File: src/rtl/core/scio_pkg.sv
// Shared constants, types and helper functions for the sound I/O page block.
package scio_pkg;

    // DSP register file depth, valid range 16 to 128
    localparam int DSP_REG_COUNT = 128;
    localparam int DSP_AW        = $clog2(DSP_REG_COUNT);

    // Function codes of an input word
    localparam logic [2:0] FUNC_SND_RD  = 3'd0;
    localparam logic [2:0] FUNC_SND_WR  = 3'd1;
    localparam logic [2:0] FUNC_MAIN_RD = 3'd2;
    localparam logic [2:0] FUNC_MAIN_WR = 3'd3;
    localparam logic [2:0] FUNC_TICK    = 3'd4;

    // Page register indexes (address minus 0xF0)
    localparam logic [3:0] REG_CONTROL  = 4'h1;
    localparam logic [3:0] REG_DSP_ADDR = 4'h2;
    localparam logic [3:0] REG_DSP_DATA = 4'h3;
    localparam logic [3:0] REG_PORT0    = 4'h4;
    localparam logic [3:0] REG_PORT1    = 4'h5;
    localparam logic [3:0] REG_PORT2    = 4'h6;
    localparam logic [3:0] REG_PORT3    = 4'h7;
    localparam logic [3:0] REG_TIMER0   = 4'hA;
    localparam logic [3:0] REG_TIMER1   = 4'hB;
    localparam logic [3:0] REG_TIMER2   = 4'hC;
    localparam logic [3:0] REG_COUNTER0 = 4'hD;
    localparam logic [3:0] REG_COUNTER1 = 4'hE;
    localparam logic [3:0] REG_COUNTER2 = 4'hF;

    localparam int NUM_TIMERS = 3;

    // Per-timer control strobes for one processed word
    typedef struct packed {
        logic tick;     // advance divider by the cycle count
        logic clr;      // clear stage and output counters
        logic rd_clr;   // output counter read, clear it
        logic tgt_we;   // load target from write data
    } t_tmr_ctl;

    // Prescaler period of each timer
    function automatic logic [7:0] timer_divisor(input logic [1:0] idx);
        logic [7:0] d;
        case (idx)
            2'd0:    d = 8'd128;
            2'd1:    d = 8'd128;
            2'd2:    d = 8'd16;
            default: d = 8'd128;
        endcase
        return d;
    endfunction

    // Mask index to 7 bits and fold it into the register file depth
    function automatic logic [DSP_AW-1:0] dsp_slot(input logic [7:0] idx);
        logic [6:0] v;
        v = idx[6:0];
        for (int i = 0; i < 8; i++) begin
            if ({1'b0, v} >= 8'(DSP_REG_COUNT)) begin
                v = 7'({1'b0, v} - 8'(DSP_REG_COUNT));
            end
        end
        return v[DSP_AW-1:0];
    endfunction

endpackage

File: src/rtl/core/scio_dsp_ram.sv
// DSP register file: one write port, one registered read port, valid bits.
module scio_dsp_ram (
    input  logic                         i_clk,
    input  logic                         i_rst_n,
    input  logic                         i_we,
    input  logic [scio_pkg::DSP_AW-1:0]  i_waddr,
    input  logic [7:0]                   i_wdata,
    input  logic [scio_pkg::DSP_AW-1:0]  i_raddr,
    output logic [7:0]                   o_rdata
);
    import scio_pkg::*;

    logic [7:0]               r_mem [DSP_REG_COUNT];
    logic [DSP_REG_COUNT-1:0] r_vld;
    logic [7:0]               r_q;
    logic                     r_q_vld;
    logic                     r_byp;
    logic [7:0]               r_byp_data;

    always_ff @(posedge i_clk) begin
        if (i_we) begin
            r_mem[i_waddr] <= i_wdata;
        end
        r_q        <= r_mem[i_raddr];
        r_byp_data <= i_wdata;
    end

    always_ff @(posedge i_clk) begin
        if (!i_rst_n) begin
            r_vld   <= '0;
            r_q_vld <= 1'b0;
            r_byp   <= 1'b0;
        end else begin
            if (i_we) begin
                r_vld[i_waddr] <= 1'b1;
            end
            r_q_vld <= r_vld[i_raddr];
            // forward a same-cycle write to the read side
            r_byp   <= i_we && (i_waddr == i_raddr);
        end
    end

    assign o_rdata = r_byp ? r_byp_data : (r_q_vld ? r_q : 8'h00);

endmodule

File: src/rtl/core/scio_timer.sv
// One interval timer: prescaler, stage counter, target and 4-bit output counter.
module scio_timer (
    input  logic               i_clk,
    input  logic               i_rst_n,
    input  scio_pkg::t_tmr_ctl i_ctl,
    input  logic [3:0]         i_cycles,
    input  logic [7:0]         i_wdata,
    input  logic [7:0]         i_divisor,
    output logic [3:0]         o_count
);
    import scio_pkg::*;

    logic [6:0] r_div,    n_div;
    logic [7:0] r_stage,  n_stage;
    logic [7:0] r_target, n_target;
    logic [3:0] r_out,    n_out;
    logic [7:0] sum;
    logic       wrap;
    logic [7:0] stage_inc;
    logic       hit;

    assign sum       = {1'b0, r_div} + {4'b0000, i_cycles};
    assign wrap      = (sum >= i_divisor);
    assign stage_inc = r_stage + 8'd1;
    assign hit       = (stage_inc == r_target);

    always_comb begin
        n_div    = r_div;
        n_stage  = r_stage;
        n_target = r_target;
        n_out    = r_out;
        if (i_ctl.tick) begin
            n_div = wrap ? 7'(sum - i_divisor) : sum[6:0];
            if (wrap) begin
                n_stage = hit ? 8'd0 : stage_inc;
                n_out   = hit ? r_out + 4'd1 : r_out;
            end
        end
        if (i_ctl.clr) begin
            n_stage = 8'd0;
            n_out   = 4'd0;
        end
        if (i_ctl.rd_clr) begin
            n_out = 4'd0;
        end
        if (i_ctl.tgt_we) begin
            n_target = i_wdata;
        end
    end

    always_ff @(posedge i_clk) begin
        if (!i_rst_n) begin
            r_div    <= '0;
            r_stage  <= '0;
            r_target <= '0;
            r_out    <= '0;
        end else begin
            r_div    <= n_div;
            r_stage  <= n_stage;
            r_target <= n_target;
            r_out    <= n_out;
        end
    end

    assign o_count = r_out;

endmodule

File: src/rtl/core/sound_cpu_io_page_and_timers.sv
// Top level: sound I/O page decode, mailboxes, timers and word pipeline.
// An accepted input word passes the input register, then the page/timer update and
// the result register in one pass to become its result word.
// Throughput: one word per cycle while the result side does not stall; the result register frees as it is taken.
// Reset (synchronous, active low): all page state, mailboxes, timers and DSP
// file read as zero, boot ROM is mapped, both pipeline stages are empty.
module sound_cpu_io_page_and_timers (
    input  logic       i_clk,
    input  logic       i_rst_n,
    // input channel
    input  logic       i_valid,
    output logic       o_stall,
    input  logic [2:0] i_func,
    input  logic [3:0] i_reg_index,
    input  logic [7:0] i_wdata,
    input  logic [3:0] i_cycles,
    // result channel
    output logic       o_valid,
    input  logic       i_stall,
    output logic [7:0] o_rdata,
    output logic       o_boot_rom_mapped
);
    import scio_pkg::*;

    // ---------------- pipeline control ----------------
    logic       r_in_vld;
    logic [2:0] r_func;
    logic [3:0] r_reg;
    logic [7:0] r_wdata;
    logic [3:0] r_cycles;
    logic       r_out_vld;
    logic [7:0] r_rdata;
    logic       r_rom_out;

    logic out_load;   // result register can take a word this cycle
    logic fire;       // the held word is processed and retires
    logic accept;

    assign out_load = !r_out_vld || !i_stall;
    assign fire     = r_in_vld && out_load;
    assign o_stall  = r_in_vld && !out_load;
    assign accept   = i_valid && !o_stall;

    // ---------------- page state ----------------
    logic [2:0] r_tmr_en,     n_tmr_en;      // control bits 0..2
    logic [7:0] r_dsp_index,  n_dsp_index;
    logic [7:0] r_snd_mail [4];
    logic [7:0] n_snd_mail [4];
    logic [7:0] r_main_mail [4];
    logic [7:0] n_main_mail [4];
    logic [7:0] r_page [16];
    logic [7:0] n_page [16];
    logic       r_rom,        n_rom;

    logic [7:0]  rd;
    logic        dsp_we;
    logic [7:0]  dsp_q;
    logic [3:0]  tmr_count [NUM_TIMERS];
    t_tmr_ctl    tmr_ctl   [NUM_TIMERS];
    logic [1:0]  cnt_idx;
    logic [1:0]  tgt_idx;

    assign cnt_idx = 2'(r_reg - REG_COUNTER0);
    assign tgt_idx = 2'(r_reg - REG_TIMER0);

    // Decode the held word; state moves only when it retires
    always_comb begin
        n_tmr_en    = r_tmr_en;
        n_dsp_index = r_dsp_index;
        n_snd_mail  = r_snd_mail;
        n_main_mail = r_main_mail;
        n_page      = r_page;
        n_rom       = r_rom;
        rd          = 8'h00;
        dsp_we      = 1'b0;
        for (int t = 0; t < NUM_TIMERS; t++) begin
            tmr_ctl[t] = '0;
        end
        if (fire) begin
            case (r_func)
                FUNC_SND_RD: begin
                    case (r_reg)
                        REG_DSP_ADDR: rd = r_dsp_index;
                        REG_DSP_DATA: rd = dsp_q;
                        REG_PORT0, REG_PORT1, REG_PORT2, REG_PORT3: begin
                            rd = r_snd_mail[r_reg[1:0]];
                        end
                        REG_COUNTER0, REG_COUNTER1, REG_COUNTER2: begin
                            // read-to-clear output counter
                            rd = {4'h0, tmr_count[cnt_idx]};
                            tmr_ctl[cnt_idx].rd_clr = 1'b1;
                        end
                        default: rd = r_page[r_reg];
                    endcase
                end
                FUNC_SND_WR: begin
                    case (r_reg)
                        REG_CONTROL: begin
                            n_tmr_en = r_wdata[2:0];
                            if (r_wdata[4]) begin
                                n_snd_mail[0] = 8'h00;
                                n_snd_mail[1] = 8'h00;
                            end
                            if (r_wdata[5]) begin
                                n_snd_mail[2] = 8'h00;
                                n_snd_mail[3] = 8'h00;
                            end
                            n_rom = r_wdata[7];
                            for (int t = 0; t < NUM_TIMERS; t++) begin
                                tmr_ctl[t].clr = r_wdata[t];
                            end
                        end
                        REG_DSP_ADDR: n_dsp_index = r_wdata;
                        REG_DSP_DATA: dsp_we = 1'b1;
                        REG_PORT0, REG_PORT1, REG_PORT2, REG_PORT3: begin
                            n_main_mail[r_reg[1:0]] = r_wdata;
                        end
                        REG_TIMER0, REG_TIMER1, REG_TIMER2: begin
                            tmr_ctl[tgt_idx].tgt_we = 1'b1;
                        end
                        default: n_page[r_reg] = r_wdata;
                    endcase
                end
                FUNC_MAIN_RD: rd = r_main_mail[r_reg[1:0]];
                FUNC_MAIN_WR: n_snd_mail[r_reg[1:0]] = r_wdata;
                FUNC_TICK: begin
                    // advance only the enabled timers
                    for (int t = 0; t < NUM_TIMERS; t++) begin
                        tmr_ctl[t].tick = r_tmr_en[t];
                    end
                end
                default: rd = 8'h00;
            endcase
        end
    end

    // ---------------- DSP register file ----------------
    // Read at the index that the next word will see; write at the current one.
    scio_dsp_ram u_dsp_ram (
        .i_clk   (i_clk),
        .i_rst_n (i_rst_n),
        .i_we    (dsp_we),
        .i_waddr (dsp_slot(r_dsp_index)),
        .i_wdata (r_wdata),
        .i_raddr (dsp_slot(n_dsp_index)),
        .o_rdata (dsp_q)
    );

    // ---------------- timers ----------------
    for (genvar g = 0; g < NUM_TIMERS; g++) begin : g_tmr
        scio_timer u_timer (
            .i_clk     (i_clk),
            .i_rst_n   (i_rst_n),
            .i_ctl     (tmr_ctl[g]),
            .i_cycles  (r_cycles),
            .i_wdata   (r_wdata),
            .i_divisor (timer_divisor(2'(g))),
            .o_count   (tmr_count[g])
        );
    end

    // ---------------- registers ----------------
    always_ff @(posedge i_clk) begin
        if (!i_rst_n) begin
            r_in_vld    <= 1'b0;
            r_out_vld   <= 1'b0;
            r_tmr_en    <= '0;
            r_dsp_index <= '0;
            r_rom       <= 1'b1;
            for (int k = 0; k < 4; k++) begin
                r_snd_mail[k]  <= '0;
                r_main_mail[k] <= '0;
            end
            for (int k = 0; k < 16; k++) begin
                r_page[k] <= '0;
            end
        end else begin
            // hold the input word until it retires
            if (accept) begin
                r_in_vld <= 1'b1;
            end else if (fire) begin
                r_in_vld <= 1'b0;
            end
            // drop the result once taken
            if (fire) begin
                r_out_vld <= 1'b1;
            end else if (!i_stall) begin
                r_out_vld <= 1'b0;
            end
            r_tmr_en    <= n_tmr_en;
            r_dsp_index <= n_dsp_index;
            r_rom       <= n_rom;
            r_snd_mail  <= n_snd_mail;
            r_main_mail <= n_main_mail;
            r_page      <= n_page;
        end
    end

    // payload registers
    always_ff @(posedge i_clk) begin
        if (accept) begin
            r_func   <= i_func;
            r_reg    <= i_reg_index;
            r_wdata  <= i_wdata;
            r_cycles <= i_cycles;
        end
        if (fire) begin
            r_rdata   <= rd;
            r_rom_out <= n_rom;
        end
    end

    assign o_valid           = r_out_vld;
    assign o_rdata           = r_rdata;
    assign o_boot_rom_mapped = r_rom_out;

endmodule

File: config.mk
export PLATFORM = sky130hd
export DESIGN_NAME = sound_cpu_io_page_and_timers
export DESIGN_NICKNAME = d
export VERILOG_FILES = /design/src/rtl/core/scio_pkg.sv /design/src/rtl/core/scio_dsp_ram.sv /design/src/rtl/core/scio_timer.sv /design/src/rtl/core/sound_cpu_io_page_and_timers.sv
export SDC_FILE = /design/constraint.sdc
export NUM_CORES = 2
export LEC_CHECK = 0
export ABC_AREA = 1
export BUFFER_PORTS_ARGS = -buffer_cell sky130_fd_sc_hd__buf_2
export CORE_MARGIN = 10
export CORE_UTILIZATION = 50
export CTS_CLUSTER_DIAMETER = 200
export DETAILED_ROUTE_END_ITERATION = 12
export GPL_ROUTABILITY_DRIVEN = 0
export MAX_ROUTING_LAYER = met4
export PLACE_DENSITY = 0.74
export SLEW_MARGIN = 20
export SYNTH_ARGS = -nofsm -noshare
export SYNTH_HDL_FRONTEND = slang
export SYNTH_HIERARCHICAL = 1
export SYNTH_SLANG_ARGS = --single-unit
File: constraint.sdc
create_clock -name i_clk -period 8.8 [get_ports i_clk]
set_clock_uncertainty 0.1 [all_clocks]
set_input_delay 0.44 -clock i_clk [delete_from_list [all_inputs] [get_ports i_clk]]
set_output_delay 0.44 -clock i_clk [all_outputs]
set_load 0.005 [all_outputs]
---- Word level (Yosys, flattened, before mapping) ----
Memories as Yosys holds them, arrays and structs flattened. A register that Yosys moved wholly into a read port is not among the register bits.
Cells that the tools add are included.
operators by class
  reductions and logical operators ........ 39
  mux-type cells .......................... 70
  bitwise gates (word level) .............. 7
  $lt $le $gt $ge ......................... 14
  $add $sub $neg .......................... 14
  eq/ne operators ......................... 25
operators by type and width
  cell                                                        count
  bitwise mux 128 bit                                         1
  bitwise OR 128 bit                                          1
  2-to-1 mux 8 bit                                            13
  bitwise mux 32 bit                                          2
  case mux 32 bit (2 select lines)                            1
  2-to-1 mux 7 bit                                            6
  binary-select mux 8 bit (select 2 bit)                      2
  binary-select mux 8 bit (select 4 bit)                      1
  demux 8 bit (select 4 bit)                                  1
  2-to-1 mux 16 bit                                           2
  2-to-1 mux 32 bit                                           1
  case mux 8 bit (4 select lines)                             1
  adder 7 x 4 -> 8 bit                                        3
  adder 8 x 1 -> 8 bit, second input constant                 3
  equality test 4 bit, second input constant                  6
  equality test 8 bit                                         3
  AND reduction 3 bit                                         7
  2-to-1 mux 1 bit                                            19
  case mux 3 bit (2 select lines)                             3
  demux 4 bit (select 2 bit)                                  2
  demux 8 bit (select 2 bit)                                  1
  equality test 4 x 3 -> 1 bit, second input constant         4
  >= comparator 8 bit, second input constant                  2
  less-than comparator 7 x 8 -> 1 bit, second input constant  2
  43 further kinds                                            82
word-level totals
  input bits .............................. 23
  register bits ........................... 453
  output and inout bits ................... 11
  bits in writable memories ............... 1024
  memories ................................ 1
memories
  memory           depth  bits a word  read ports  clocked after memory_dff  write ports  RTL line            text
  u_dsp_ram.r_mem  128    8            1           1                         1            scio_dsp_ram.sv:13  logic [7:0] r_mem [DSP_REG_COUNT];

---- Longest topological paths before layout ----
  depth after elaboration ................. 10
  mapped depth ............................ 25

---- By module ----
The synthesis kept the hierarchy.
by module, submodules not included
  module                        area an instance (µm²)  cells an instance  instances
  scio_dsp_ram                  47137.7                 4298               1
  sound_cpu_io_page_and_timers  10608.9                 1495               1
  scio_timer                    2059.5                  308                3

---- Worst setup path before layout ----
No wires, ideal clock.
  path kind ............................... reg2reg
  start point ............................. reg r_wdata[1]
  end point ............................... reg u_dsp_ram.r_q[1] (read register of u_dsp_ram.r_mem)
  required time ........................... 8.585 ns
  period minus slack after synthesis ...... 3.576 ns
  setup slack ............................. 5.224 ns
  setup time .............................. 0.115 ns
  arrival ................................. 3.361 ns
  stages on the path, launching flop included .. 14
  cells stage by stage .................... edfxtp_1 > o21ai_1 > inv_1 > buf_4 > buf_2 > buf_2 > nand3_1 > nand3_1 > nand3_1 > nand3_1 > nand2_1 > nand2_1 > nand3_1 > and2_1
between the ends
  longest elaborated chain between the ends .. 3
ends and longest elaborated chain
  element                   RTL line                             text
  start: declaration        sound_cpu_io_page_and_timers.sv:29   logic [7:0] r_wdata;
  start signal: assignment  sound_cpu_io_page_and_timers.sv:204  r_wdata <= i_wdata;
  2-to-1 mux 7 bit          sound_cpu_io_page_and_timers.sv:97   case (r_reg)
  2-to-1 mux 7 bit          sound_cpu_io_page_and_timers.sv:80   case (r_func)
  2-to-1 mux 7 bit          sound_cpu_io_page_and_timers.sv:79   if (fire) begin
  via n_dsp_index[1]        sound_cpu_io_page_and_timers.sv:46   logic [7:0] r_dsp_index, n_dsp_index;
  end: declaration          scio_dsp_ram.sv:15                   logic [7:0] r_q;
The timed path passes the listed nets, and every way through them passes these cells.
A chain may end at the register's enable or synchronous reset.

---- Worst setup path in the final report ----
  start point ............................. reg r_reg[0]
  end point ............................... reg u_dsp_ram.r_q[0] (read register of u_dsp_ram.r_mem)
between the ends
  longest elaborated chain between the ends .. 4
ends and longest elaborated chain
  element                       RTL line                             text
  start: declaration            sound_cpu_io_page_and_timers.sv:28   logic [3:0] r_reg;
  start signal: assignment      sound_cpu_io_page_and_timers.sv:203  r_reg <= i_reg_index;
  equality test 4 x 2 -> 1 bit  sound_cpu_io_page_and_timers.sv:97
  2-to-1 mux 7 bit              sound_cpu_io_page_and_timers.sv:97
  2-to-1 mux 7 bit              sound_cpu_io_page_and_timers.sv:80
  2-to-1 mux 7 bit              sound_cpu_io_page_and_timers.sv:79
  via n_dsp_index[0]            sound_cpu_io_page_and_timers.sv:46
The timed path passes the listed nets, and every way through them passes these cells.

==> reports/qor.csv <==
stage;metric;value;unit
timing;setup_tns;0;ns
final_layout;share of cells above drive strength 1;6.20;%
final_layout;Area Growth Syn to Fin;10.1;%
final_layout;Largest Register;u_dsp_ram/r_mem;
final_layout;largest registers;u_dsp_ram/r_mem (1024), r_page (128), u_dsp_ram/r_vld (128);
setup_path;crit path launch type;flip-flop;
die;Initial Utilization;50.2;%
global_route;largest net degree at the start of global routing;195;
final_layout;Final nets;6702;
timing;Worst-Margin Slew;1.26;ns
final_layout;final instance area;70400;um2
cts;Clk Latency, worst-skew pair;0.78;ns
cts;H-tree levels;4;
detailed_routing;Avg WL per Cell;20.2;um
setup_path;CP most frequent cell;nand2_1;
synth;mapped cell area;63900;um2
synth;area leader, netlist;edfxtp_1;
timing;crit path time final;6.03;ns
synth;ys async rst share;0;%
setup_path;Data required, critical path;9.42;ns
timing;Fin. Hold Viols;0;
synth;Syn Inst Count;6717;
die;Die H;378;um
detailed_routing;first drt pass iteration count;6;
timing;Setup WS post-layout;2.77;ns
setup_path;Critical Path End Type;flip-flop;
synth;top cell type's share of synthesized area;49.4;%
cts;post_cts resized;0;
place;Detailed Place HPWL;95100;um
die;I/O pins;34;
die;chip width;378;um
timing;final setup fails;0;
detailed_routing;ANT nets after route;0;
setup_path;worst setup path class;flip-flop to flip-flop;
timing;Fmax;166;MHz
flow_run;number of max-cap violations;0;
synth;synth top area cells;edfxtp_1 (49%), dfxtp_1 (14%), nand2_1 (12%);
global_route;initial antenna violation count;3;
final_layout;max reg flops;1024;
die;Rows;131;
global_route;first-pass GRT wire length;262000;um
cts;root buf cell;clkbuf_16;
global_route;GRT Overall Usage;23.9;%
cts;Reg clk slew, reported paths;0.06;ns
setup_path;CP max stage cell;edfxtp_1;
timing;relative slew slack;16.1;%
global_route;vias in the first global route;45500;
setup_path;Top Family by Delay on Critical Path;buffers and inverters;
timing;crit share post-route;68.5;%
setup_path;Worst EP arrival;6.64;ns
setup_path;WP buf/inv;5;
place;Port Buffers;33;
setup_path;CP max stage delay;0.71;ns
power_and_ir_drop;peak supply drop;0.000225;V
timing;RSZ-0062 raised after global routing;no;
synth;commonest cells in the netlist;nand2_1 (1963), nand3_1 (1342), edfxtp_1 (1052), nor2_1 (557), dfxtp_1 (433);
cts;CTS Buf Count;153;
detailed_routing;routed wire length;170000;um
power_and_ir_drop;leak pwr;26.4;nW
setup_path;worst-path cell chain;inv_2, ha_1, nand2_1, nor2_2, inv_1, o21ai_1, inv_8, inv_8, buf_12, nand2_1, nand3_1, nand3_1, nand3_1, nand2_1, nand2_1, nand2_1, nor2_1, o21ai_1, nand2_1;
cts;CTS tree;done;
detailed_routing;Vias;48600;
cts;CTS sink cnt;1485;
synth;Avg Inst Size Synth;9.52;um2
timing;max-slew violations;0;
synth;main flop type after synthesis;edfxtp_1;
die;die area;143000;um2
synth;Syn. warnings;6;
synth;flops & latches, synth;1485;
global_route;Remaining Overflow, GRT;0;
place;DP Area;64900;um2
synth;Seq/Total Area, Yosys;63.0;%
die;core area;127000;um2
detailed_routing;Post-route DRC;0;
cts;Longest Clk Path Bufs;3;
status;status;complete, no violations;
min_path;worst hold path class;input pin to flip-flop;
power_and_ir_drop;PD cells;206;nW/um2
synth;Netlist cell types;44;
setup_path;CP Max Fanout;140;
synth;EDFF count, synth;1052;
detailed_routing;Iter 0 DRT Violations;6714;
final_layout;Fillers;10600;
place;dpl ws;3.06;ns
detailed_routing;Vias/cell;5.77;
synth;most common cell in the netlist;nand2_1;
[per-layer routing]
layer / track usage [%] / part of all wire, % / wire length (um) / up-vias
met4: 9.23 / 3.6 / 6120 / 0
met2: 37.0 / 47 / 79200 / 2624
met3: 3.96 / 10 / 17300 / 400
met5: - / 0 / 0 / -
li1: - / - / - / 22400
met1: 31.4 / 40 / 67400 / 23100
[worst register-to-register path: cells and delay by family (launching register included)]
| kind | cells | cell delay (ns) |
|---|---|---|
| buffers and inverters | 5 | 2.38 |
| and+or+nand+nor | 11 | 1.73 |
| DFF | 1 | 0.71 |
| AOI/OAI and AO/OA | 2 | 0.62 |
| adders and majority gates | 1 | 0.45 |
[cell type report]
class / count / area, um2 / share of cell area, %
sequential: 1485 / 40300 / 57.2
timing repair buffer: 104 / 858 / 1.22
multi-input combinational: 4504 / 20500 / 29.1
clock buffer: 219 / 4290 / 6.09
inverter: 379 / 1470 / 2.08
tap: 1662 / 2080 / 2.95
clock inverter: 66 / 916 / 1.30
antenna: 1 / 2.50 / 0.00356
[path summary, 6_finish.rpt]
| path | from | endpoint | slack (ns) | depth (start not counted) |
|---|---|---|---|---|
| hold / removal | i_cycles[1] | r_cycles[1] | 0.27 | 2 |
| hold reg to reg | r_page[77] | r_page[77] | 0.32 | 2 |
| setup reg to reg | r_reg[0] | u_dsp_ram/r_q[0] | 2.77 | 19 |
| setup / recovery | r_reg[0] | u_dsp_ram/r_q[0] | 2.77 | 19 |
[cells by family (layout without fill, tap and decap cells)]
kind of cell               Yosys count  in the layout  share of synthesized area [%]
and+or+nand+nor                   4046           4046                           27.5
adders and majority gates           52             52                           1.09
DFF                               1485           1485                           63.0
AOI/OAI and AO/OA                  346            346                           2.82
other                                2             25                         0.0117
buffers and inverters              750            768                           5.06
xor gates and xnor gates            36             36                          0.493
[timing repair]
item                      in CTS  in global routing
hold buffers                  23                  0
hold endpoints to repair      25                  0
setup buffers                  0                  0
[power by group]
group / switching (W) / leakage (nW) / internal [W]
logic: 0.000314 / 10.9 / 0.0000854
registers: 0.0000146 / 13.0 / 0.00749
clock network: 0.00275 / 2.53 / 0.00387
total: 0.00308 / 26.4 / 0.0115
[cells in the final DEF, fill, tap and decap left out, drive strengths merged, types with 15 or more instances in the layout]
cell / count
buf: 81
bufinv: 15
a21oi: 197
o21ai: 127
clkbuf: 219
inv: 381
dfxtp: 433
nor3: 15
xor2: 17
nand2: 1994
ha: 46
xnor2: 19
clkinv: 48
nand4: 66
nand3: 1359
nor2: 587
dlygate4sd3: 23
edfxtp: 1052
conb: 24
[metrics by stage]
step | total power [W] | hold slack (ns) | std cells | utilization [%]
after global placement | 0.00803 | 0.313 | 8111 | 51.0
after CTS | 0.0146 | 0.240 | 8419 | 55.3
final | 0.0145 | 0.275 | 8420 | 55.3
after global routing | 0.0149 | 0.265 | 8420 | 55.3
after detailed placement | 0.00804 | 0.316 | 8111 | 51.0
after floorplan | 0.00790 | 0.307 | 6739 | -
Note: power is estimated with default switching activity, not from simulation.
